### config.mk
export PLATFORM = sky130hd
export DESIGN_NAME = mpq_cell
export DESIGN_NICKNAME = d
export VERILOG_FILES = /design/src/rtl/core/mpq_pkg.sv /design/src/rtl/core/mpq_cell.sv
export SDC_FILE = /design/constraint.sdc
export NUM_CORES = 1
export LEC_CHECK = 0
export BUFFER_PORTS_ARGS = -buffer_cell sky130_fd_sc_hd__buf_2
export CAP_MARGIN = 15
export CORE_UTILIZATION = 50
export DETAILED_ROUTE_END_ITERATION = 10
export HOLD_SLACK_MARGIN = 0.02
export PLACE_DENSITY = 0.87
export SYNTH_ARGS = -nofsm -noshare
export SYNTH_HDL_FRONTEND = slang
export SYNTH_SLANG_ARGS = --single-unit
### constraint.sdc
create_clock -name clk_i -period 8.9 [get_ports clk_i]
set_input_delay 1.335 -clock clk_i [delete_from_list [all_inputs] [get_ports clk_i]]
set_output_delay 1.335 -clock clk_i [all_outputs]
set_load 0.1 [all_outputs]
### src/rtl/core/mpq_pkg.sv
package mpq_pkg;

  localparam int CAPACITY = 64;
  localparam int KEY_W    = 32;
  localparam int OCC_W    = 7;
  localparam int CNT_W    = $clog2(CAPACITY + 1);

  localparam logic CMD_INSERT = 1'b0;
  localparam logic CMD_DELETE = 1'b1;

  localparam logic [1:0] STATUS_OK    = 2'd0;
  localparam logic [1:0] STATUS_EMPTY = 2'd1;
  localparam logic [1:0] STATUS_FULL  = 2'd2;

  typedef struct packed {
    logic                    command;
    logic signed [KEY_W-1:0] key;
  } in_item_t;

  typedef struct packed {
    logic signed [KEY_W-1:0] removed_key;
    logic                    removed_valid;
    logic [1:0]              status;
    logic [OCC_W-1:0]        occupancy;
  } out_item_t;

  // Broadcast to every cell of the chain for one beat.
  typedef struct packed {
    logic                    insert;
    logic                    delete_min;
    logic signed [KEY_W-1:0] key;
  } cell_ctrl_t;

endpackage

### src/rtl/core/mpq_cell.sv
module mpq_cell (
  input  logic                            clk_i,
  input  logic                            rst_ni,
  input  mpq_pkg::cell_ctrl_t             ctrl_i,
  input  logic signed [mpq_pkg::KEY_W-1:0] left_key_i,
  input  logic                            left_valid_i,
  input  logic                            left_moves_i,
  input  logic signed [mpq_pkg::KEY_W-1:0] right_key_i,
  input  logic                            right_valid_i,
  output logic signed [mpq_pkg::KEY_W-1:0] key_o,
  output logic                            valid_o,
  output logic                            moves_o
);
  import mpq_pkg::*;

  logic signed [KEY_W-1:0] key_q, key_d;
  logic                    valid_q, valid_d;

  // Cell content moves right on insert when it is empty or larger than the new key.
  assign moves_o = !valid_q || (key_q > ctrl_i.key);

  always_comb begin
    key_d   = key_q;
    valid_d = valid_q;
    if (ctrl_i.insert && moves_o) begin
      if (!left_moves_i) begin
        key_d   = ctrl_i.key;
        valid_d = 1'b1;
      end else begin
        key_d   = left_key_i;
        valid_d = left_valid_i;
      end
    end else if (ctrl_i.delete_min) begin
      key_d   = right_key_i;
      valid_d = right_valid_i;
    end
  end

  always_ff @(posedge clk_i or negedge rst_ni) begin
    if (!rst_ni) begin
      valid_q <= 1'b0;
    end else begin
      valid_q <= valid_d;
    end
  end

  always_ff @(posedge clk_i) begin
    key_q <= key_d;
  end

  assign key_o   = key_q;
  assign valid_o = valid_q;

endmodule
After elaboration in Yosys (flattened, before gate mapping)
Cells that the tools add are included.

cells by class
  magnitude comparators = 1
  multiplexer cells = 6
  reductions and logical operators = 4

operators by type and width
  operator             number
  $mux W32             3
  $gt A32 B32 Y1       1
  $mux W1              3
  $reduce_bool A2 Y1   1
  $logic_and A1 B1 Y1  1
  $logic_not A1 Y1     1
  $logic_or A1 B1 Y1   1

storage, ports and cells
  register bits after elaboration = 33
  input port bits = 103
  logic and storage cells = 13

Depth between registers and ports, before layout
Gate-level depths: netlist of the first run.

  depth after elaboration = 4
  gate-level depth with buffers = 10

Least setup slack after synthesis of the first run
OpenSTA, ideal clock, no wires.

  path type = input port to output port
  start point = input port ctrl_i[31] (netlist name)
  end point = output port moves_o
  data arrival time = 3.210 ns
  slack = 4.355 ns
  cell stages on the path = 8
  buffers on the path = 0
  path through = inv_1 > ha_1 > nand4_1 > or4_4 > nor3_1 > nor3_1 > o21a_1 > a21bo_2

between the ends
  longest elaborated chain between the ends = 2

RTL lines
  element             line            source
  from (decl)         mpq_cell.sv:4   input mpq_pkg::cell_ctrl_t ctrl_i,
  $gt A32 B32 Y1      mpq_cell.sv:20  assign moves_o = !valid_q || (key_q > ctrl_i.key);
  $logic_or A1 B1 Y1  mpq_cell.sv:20
  to (decl)           mpq_cell.sv:12  output logic moves_o

No other way between the ends.

Worst setup path after layout of the first run
Same ends and word-level chain as after synthesis.

==> results of run 1 <==
[cell families (layout without fill, tap and decap cells)]
logic type      Yosys count  after routing  synth area share [%]
compound gates           60             60                  12.6
fa+ha+maj                32             32                  14.8
buf+inv                  45            180                  7.11
flops                    33             33                  36.4
mux                      35             35                  18.3
simple gates             62             62                  10.8
[cell usage in the layout, fill, tap and decap left out, types with 2 or more instances in the layout]
master    synthesis  routed
buf_2             1     136
nand2_1          40      40
o21ai_0          36      36
inv_1            35      35
ha_1             32      32
edfxtp_1         32      32
mux2_4           28      28
a21oi_1          16      16
nand4_1           8       8
mux2_2            5       5
clkbuf_8          0       5
nand3_1           3       3
nor3_1            3       3
clkbuf_1          5       3
o211ai_1          2       2
nor2b_1           2       2
mux2i_1           2       2
[path summary, 6_finish.rpt]
kind | start | endpoint | slack, ns
worst max-delay path | ctrl_i[31] | moves_o | 4.01
worst min-delay path | valid_o | valid_o | 0.71
worst max register to register | key_o[31] | key_o[9] | 5.19
worst min register to register | valid_o | valid_o | 0.71
max in group asynchronous | rst_ni | valid_o | 8.00
min in group asynchronous | rst_ni | valid_o | 0.82
[stage by stage]
stage | instances | hold WS (ns)
after global placement | 464 | 0.644
final | 472 | 0.705
after CTS | 472 | 0.707
after global routing | 472 | 0.729
after detailed placement | 464 | 0.691
after floorplan | 267 | 1.04
[worst max-delay path, stage by stage]
cell and delay, ns:
buf_2 0.07, inv_1 0.04, ha_1 0.40, nand4_1 0.17
or4_4 0.57, nor3_1 0.20, nor3_1 0.09, o21a_1 0.19
a21bo_2 0.19, buf_2 0.29
[per-layer routing]
| layer | part of all wire (%) | GRT usage, % |
|---|---|---|
| met1 | 41 | 26.1 |
| met2 | 52 | 42.0 |
| met3 | 4.4 | 4.63 |
| met4 | 2.4 | 9.26 |
| met5 | 0 | 0 |
[where the power goes]
group	switching (mW)	internal (mW)
registers	0.0354	0.258
logic	0.653	0.222
clock network	0.0524	0.0556
[area by class of cell]
class | count | area (um^2)
tap | 70 | 87.6
clock buffer | 8 | 80.1
timing repair buffer | 137 | 688
multi-input combinational | 189 | 1540
fill | 421 | 1660
sequential | 33 | 986
inverter | 35 | 131
[registers in the layout (all words and copies together) (netlist names)]
register / count
key_o: 32
valid_o: 1
==> run metrics, run 1 <==
Final min period 4.89 ns; die height 75.6 um; R2R depth 8; Worst Setup Slack post-DPL 4.01 ns; syn_area_per_cell 10.2 um^2; total CTS buffers 5; most frequent cell after synthesis nand2_1; Clock Sinks 33; Post-route DRC 0; Final GP Congestion 0.818; sequential fraction of the synthesis area 36.4%; yosys warns 0; clock-pin slew on the worst setup and hold paths 0.07 ns; Pre-Repair DR Iteration Count 4; Distinct cells, synth 31; WHS Path Cells 2; grt total ovfl 0; Final Total Pwr 1.28 mW; share of the synthesized area in the top cell type 35.5%; synthesized net count 402; synth cell count leaders 40 x nand2_1, 36 x o21ai_0, 35 x inv_1; CTS tree yes; top cells by area, synth edfxtp_1 35%, mux2_4 16%, ha_1 15%, o21ai_0 6.6%, nand2_1 5.5%; IO Pins 137; outcome complete, no violations; row count 26; initial antenna violation count 0; flops & latches, synth 33; max-slew violation count 0; Worst-Margin Slew 0.944 ns; # port buffers 136; Util after Layout 67.9%; Mapped Cells 267; Setup Skew 0.00435 ns; static leakage 1.83 nW; CTS Hold Bufs 0; Synth Flop Type edfxtp_1; Core ar. 5170 um^2; hold crit path type reg -> reg; Overall Global Routing Usage 22.9%; vias in the first global route 2236; clk_lat worst skew 0.28 ns; Setup TNS 0 ns; max_cap viols 0; Final setup viols 0; final instance area 3510 um^2; Final Hold Fails 0; via density per instance 5.18; first-pass GRT wire length 9730 um; placed cell areas 3430 um^2; Mapped Area 2710 um^2; die area 5720 um^2; area leader, netlist edfxtp_1; number of DRC markers in iteration 0 107; layout cells sized above 1 45.3%; fraction of registers with async set/reset 3.03%; Die X 75.6 um; min setup slack post-route 4.01 ns; worst rel slew slack 37.1%; max frequency 205 MHz; pwr dens 363 nW/um^2; DP Wirelength 5220 um; Via Count 2443; Final Cycle Share 54.9%; Worst Setup End Kind output port; final net count 536; CTS resizes 0; mean routed wirelength per cell 13.9 um; critical path peak fanout 6; Clock Tree Buf Depth 2; H-tree depth 2; Setup Crit Path Kind in -> out; Crit path required time 7.57 ns; CTS Root Cell clkbuf_8; peak supply drop 0.000208 V; Detailed Route WL 6550 um; Post-synth EDFFs 32; RSZ-0062 raised after global routing false; DRT antenna net count 0; CP Launch Type input port; largest net degree at the start of global routing 65; Inserted Diodes 0; crit path DAT 3.55 ns; post-CTS setup buffer count 0; Initial Utilization 52.4%; Area growth syn-to-layout 29.7%
No activity file was read; power rests on OpenSTA's default activity.
==> run 2: changes to the inputs <==
Settings changed: ABC_AREA from default to 1, CORE_UTILIZATION 50 to 41, PLACE_DENSITY 0.87 to 0.77.
Clock period 8.9 ns to 4.35 ns, I/O delays scaled along.
==> run metrics, run 2 <==
outcome complete, no violations (unchanged); area leader, netlist edfxtp_1 (unchanged); DP Wirelength 5060 um (was 5220 um); Via Count 2568 (was 2443); most frequent cells in the layout 136 x buf_2, 109 x nand2_1, 42 x inv_1, 35 x o21ai_0 (was 136 x buf_2, 40 x nand2_1, 36 x o21ai_0, 35 x inv_1); synthesized net count 468 (was 402); total CTS buffers 5 (unchanged); commonest non-fill, non-tap cell in the layout buf_2 (unchanged); Worst-Margin Slew 0.638 ns (was 0.944 ns); Largest register FFs 32 (unchanged); layout cells sized above 1 33.2% (was 45.3%); sequential fraction of the synthesis area 38.3% (was 36.4%); Pre-Repair DR Iteration Count 6 (was 4); vias in the first global route 2429 (was 2236); number of DRC markers in iteration 0 75 (was 107); clock-pin slew on the worst setup and hold paths 0.07 ns (about the same); RSZ-0062 raised after global routing false (unchanged); first-pass GRT wire length 9900 um (was 9730 um); synth cell count leaders 109 x nand2_1, 42 x inv_1, 35 x o21ai_0 (was 40 x nand2_1, 36 x o21ai_0, 35 x inv_1); CTS tree yes (unchanged); DRT antenna net count 0 (unchanged); Synth Area in Compound Gates 16.3% (was 12.6%); die area 6600 um^2 (was 5720 um^2); Clock Tree Buf Depth 2 (unchanged); CTS resizes 0 (unchanged); mux cell area share after synthesis 0.389% (was 18.3%); IO Pins 137 (unchanged); flops & latches, synth 33 (unchanged); clk_lat worst skew 0.28 ns (about the same); Detailed Route WL 6340 um (was 6550 um); hold crit path type in -> async (was reg -> reg); row count 28 (was 26); Setup TNS 0 ns (unchanged); Inserted Diodes 0 (unchanged); initial antenna violation count 0 (unchanged); mean routed wirelength per cell 11.7 um (was 13.9 um); die height 81.2 um (was 75.6 um); worst rel slew slack 57.4% (was 37.1%); Synth Flop Type edfxtp_1 (unchanged); Synth Area in Simple Gates 19.9% (was 10.8%); Synth Area in Adders 15.6% (was 14.8%); Final setup viols 0 (unchanged); Setup Crit Path Kind in -> out (unchanged); Final GP Congestion 0.852 (was 0.818); pwr dens 588 nW/um^2 (was 363 nW/um^2); Mapped Cells 333 (was 267); max-slew violation count 0 (unchanged); DP Cell Count 534 (was 464); yosys warns 0 (unchanged); largest family of logic cells by synthesized area simple AND/OR/NAND/NOR gates (was multiplexers); top cells by area, synth edfxtp_1 37%, nand2_1 16%, ha_1 16%, o21ai_0 6.8%, inv_1 6.1% (was edfxtp_1 35%, mux2_4 16%, ha_1 15%, o21ai_0 6.6%, nand2_1 5.5%); Final Hold Fails 0 (unchanged); post-CTS setup buffer count 0 (unchanged); Post-route DRC 0 (unchanged); min setup slack post-route 1.30 ns (was 4.01 ns); Initial Utilization 42.9% (was 52.4%); via density per instance 4.74 (was 5.18); crit path DAT 2.40 ns (was 3.55 ns); peak supply drop 0.000284 V (was 0.000208 V); Mapped Area 2570 um^2 (was 2710 um^2); Crit path required time 3.70 ns (was 7.57 ns); CP Launch Type input port (unchanged); grt total ovfl 0 (unchanged); static leakage 1.87 nW (was 1.83 nW); Final min period 3.05 ns; Distinct cells, synth 22 (was 31); max frequency 328 MHz; fraction of registers with async set/reset 3.03% (unchanged); Worst Setup Slack post-DPL 1.20 ns (was 4.01 ns); Die X 81.2 um (was 75.6 um); CTS Root Cell clkbuf_8 (unchanged); most frequent cell after synthesis nand2_1 (unchanged); largest net degree at the start of global routing 67 (was 65); Overall Global Routing Usage 19.7% (was 22.9%); H-tree depth 2 (unchanged); Setup Skew 0.00580 ns (was 0.00435 ns); # fillers 578 (was 421); CTS Hold Bufs 0 (unchanged); Area growth syn-to-layout 33.0% (was 29.7%); critical path peak fanout 3 (was 6); Clock Sinks 33 (unchanged); xor/xnor cell area share of the yosys netlist 0% (unchanged); Post-synth EDFFs 32 (unchanged); Core ar. 5990 um^2 (was 5170 um^2); final net count 601 (was 536); Final Non-Filler Cells 542 (was 472); syn_area_per_cell 7.73 um^2 (was 10.2 um^2); share of the synthesized area in the top cell type 37.4% (was 35.5%); # port buffers 136 (unchanged); Worst Setup End Kind output port (unchanged); Final Cycle Share 70.2%; max_cap viols 0 (unchanged)
[run 2: cell count changes in the layout (fill, tap and decap cells not counted), sizes merged, moves of 3 or more]
cell / delta
o21ai: +29
a21oi: -3
nor3: -3
clkbuf: -3
nand2: +71
inv: +7
nor2: +13
nand4: -6
mux2: -33
[run 2: final cells by class]
class	instances	area [um^2]	area share, %
inverters	43	161	4.72
clock buffers	5	68.8	2.01
multi-input cells	244	1340	39.3
flip-flops and latches	33	986	28.8
well taps	75	93.8	2.74
clock inverters	3	65.1	1.90
repair buffers	139	703	20.5
[run 2: cell families after synthesis]
kind of cell	after synthesis
simple gates	131
compound gates	80
buf+inv	56
flops	33
fa+ha+maj	32
mux	1
[run 2: path summary, 6_finish.rpt]
path	startpoint	end	slack, ns	cells past startpoint
max reg2reg	key_o[19]	key_o[2]	1.59	13
min in group clk_i	valid_o	valid_o	0.57	2
min	rst_ni	valid_o	0.13	1
max in group asynchronous	rst_ni	valid_o	4.14	1
min reg2reg	valid_o	valid_o	0.57	2
max	ctrl_i[17]	moves_o	1.30	15
[run 2: metrics by stage]
step                      instance area [um^2]  hold slack, ns  power, mW  utilization (%)
after floorplan                           2570           0.357       1.48                -
after global placement                    3290           0.428       1.66             54.9
after detailed placement                  3290           0.428       1.68             54.9
after CTS                                 3420           0.119       2.03             57.1
after global routing                      3420           0.117       2.13             57.1
final                                     3420           0.126       2.01             57.1
[run 2: worst max-delay path: stages]
cell,delay (ns)
buf_2,0.08
inv_1,0.05
ha_1,0.32
nand2_1,0.08
nand2_1,0.04
nand2_1,0.05
nand2_1,0.05
nand2_1,0.05
nand3_1,0.10
a21oi_1,0.18
nand3_1,0.09
nand2_1,0.07
nand2_1,0.06
nand2_2,0.07
buf_2,0.44
[run 2: where the power goes]
part	switching, mW	internal [mW]	leakage [nW]
Clock	0.114	0.228	0.0681
Combinational	0.927	0.228	1.46
Sequential	0.0485	0.467	0.337
Total	1.09	0.922	1.87
[run 2: routing by layer]
layer,up-vias,part of all wire (%),GRT usage [%],wire [um]
met4,0,1.8,7.50,113
met2,87,51,37.3,3250
met3,12,6.2,5.17,391
li1,1369,-,-,-
met1,1100,41,20.6,2590
met5,-,0,0,0
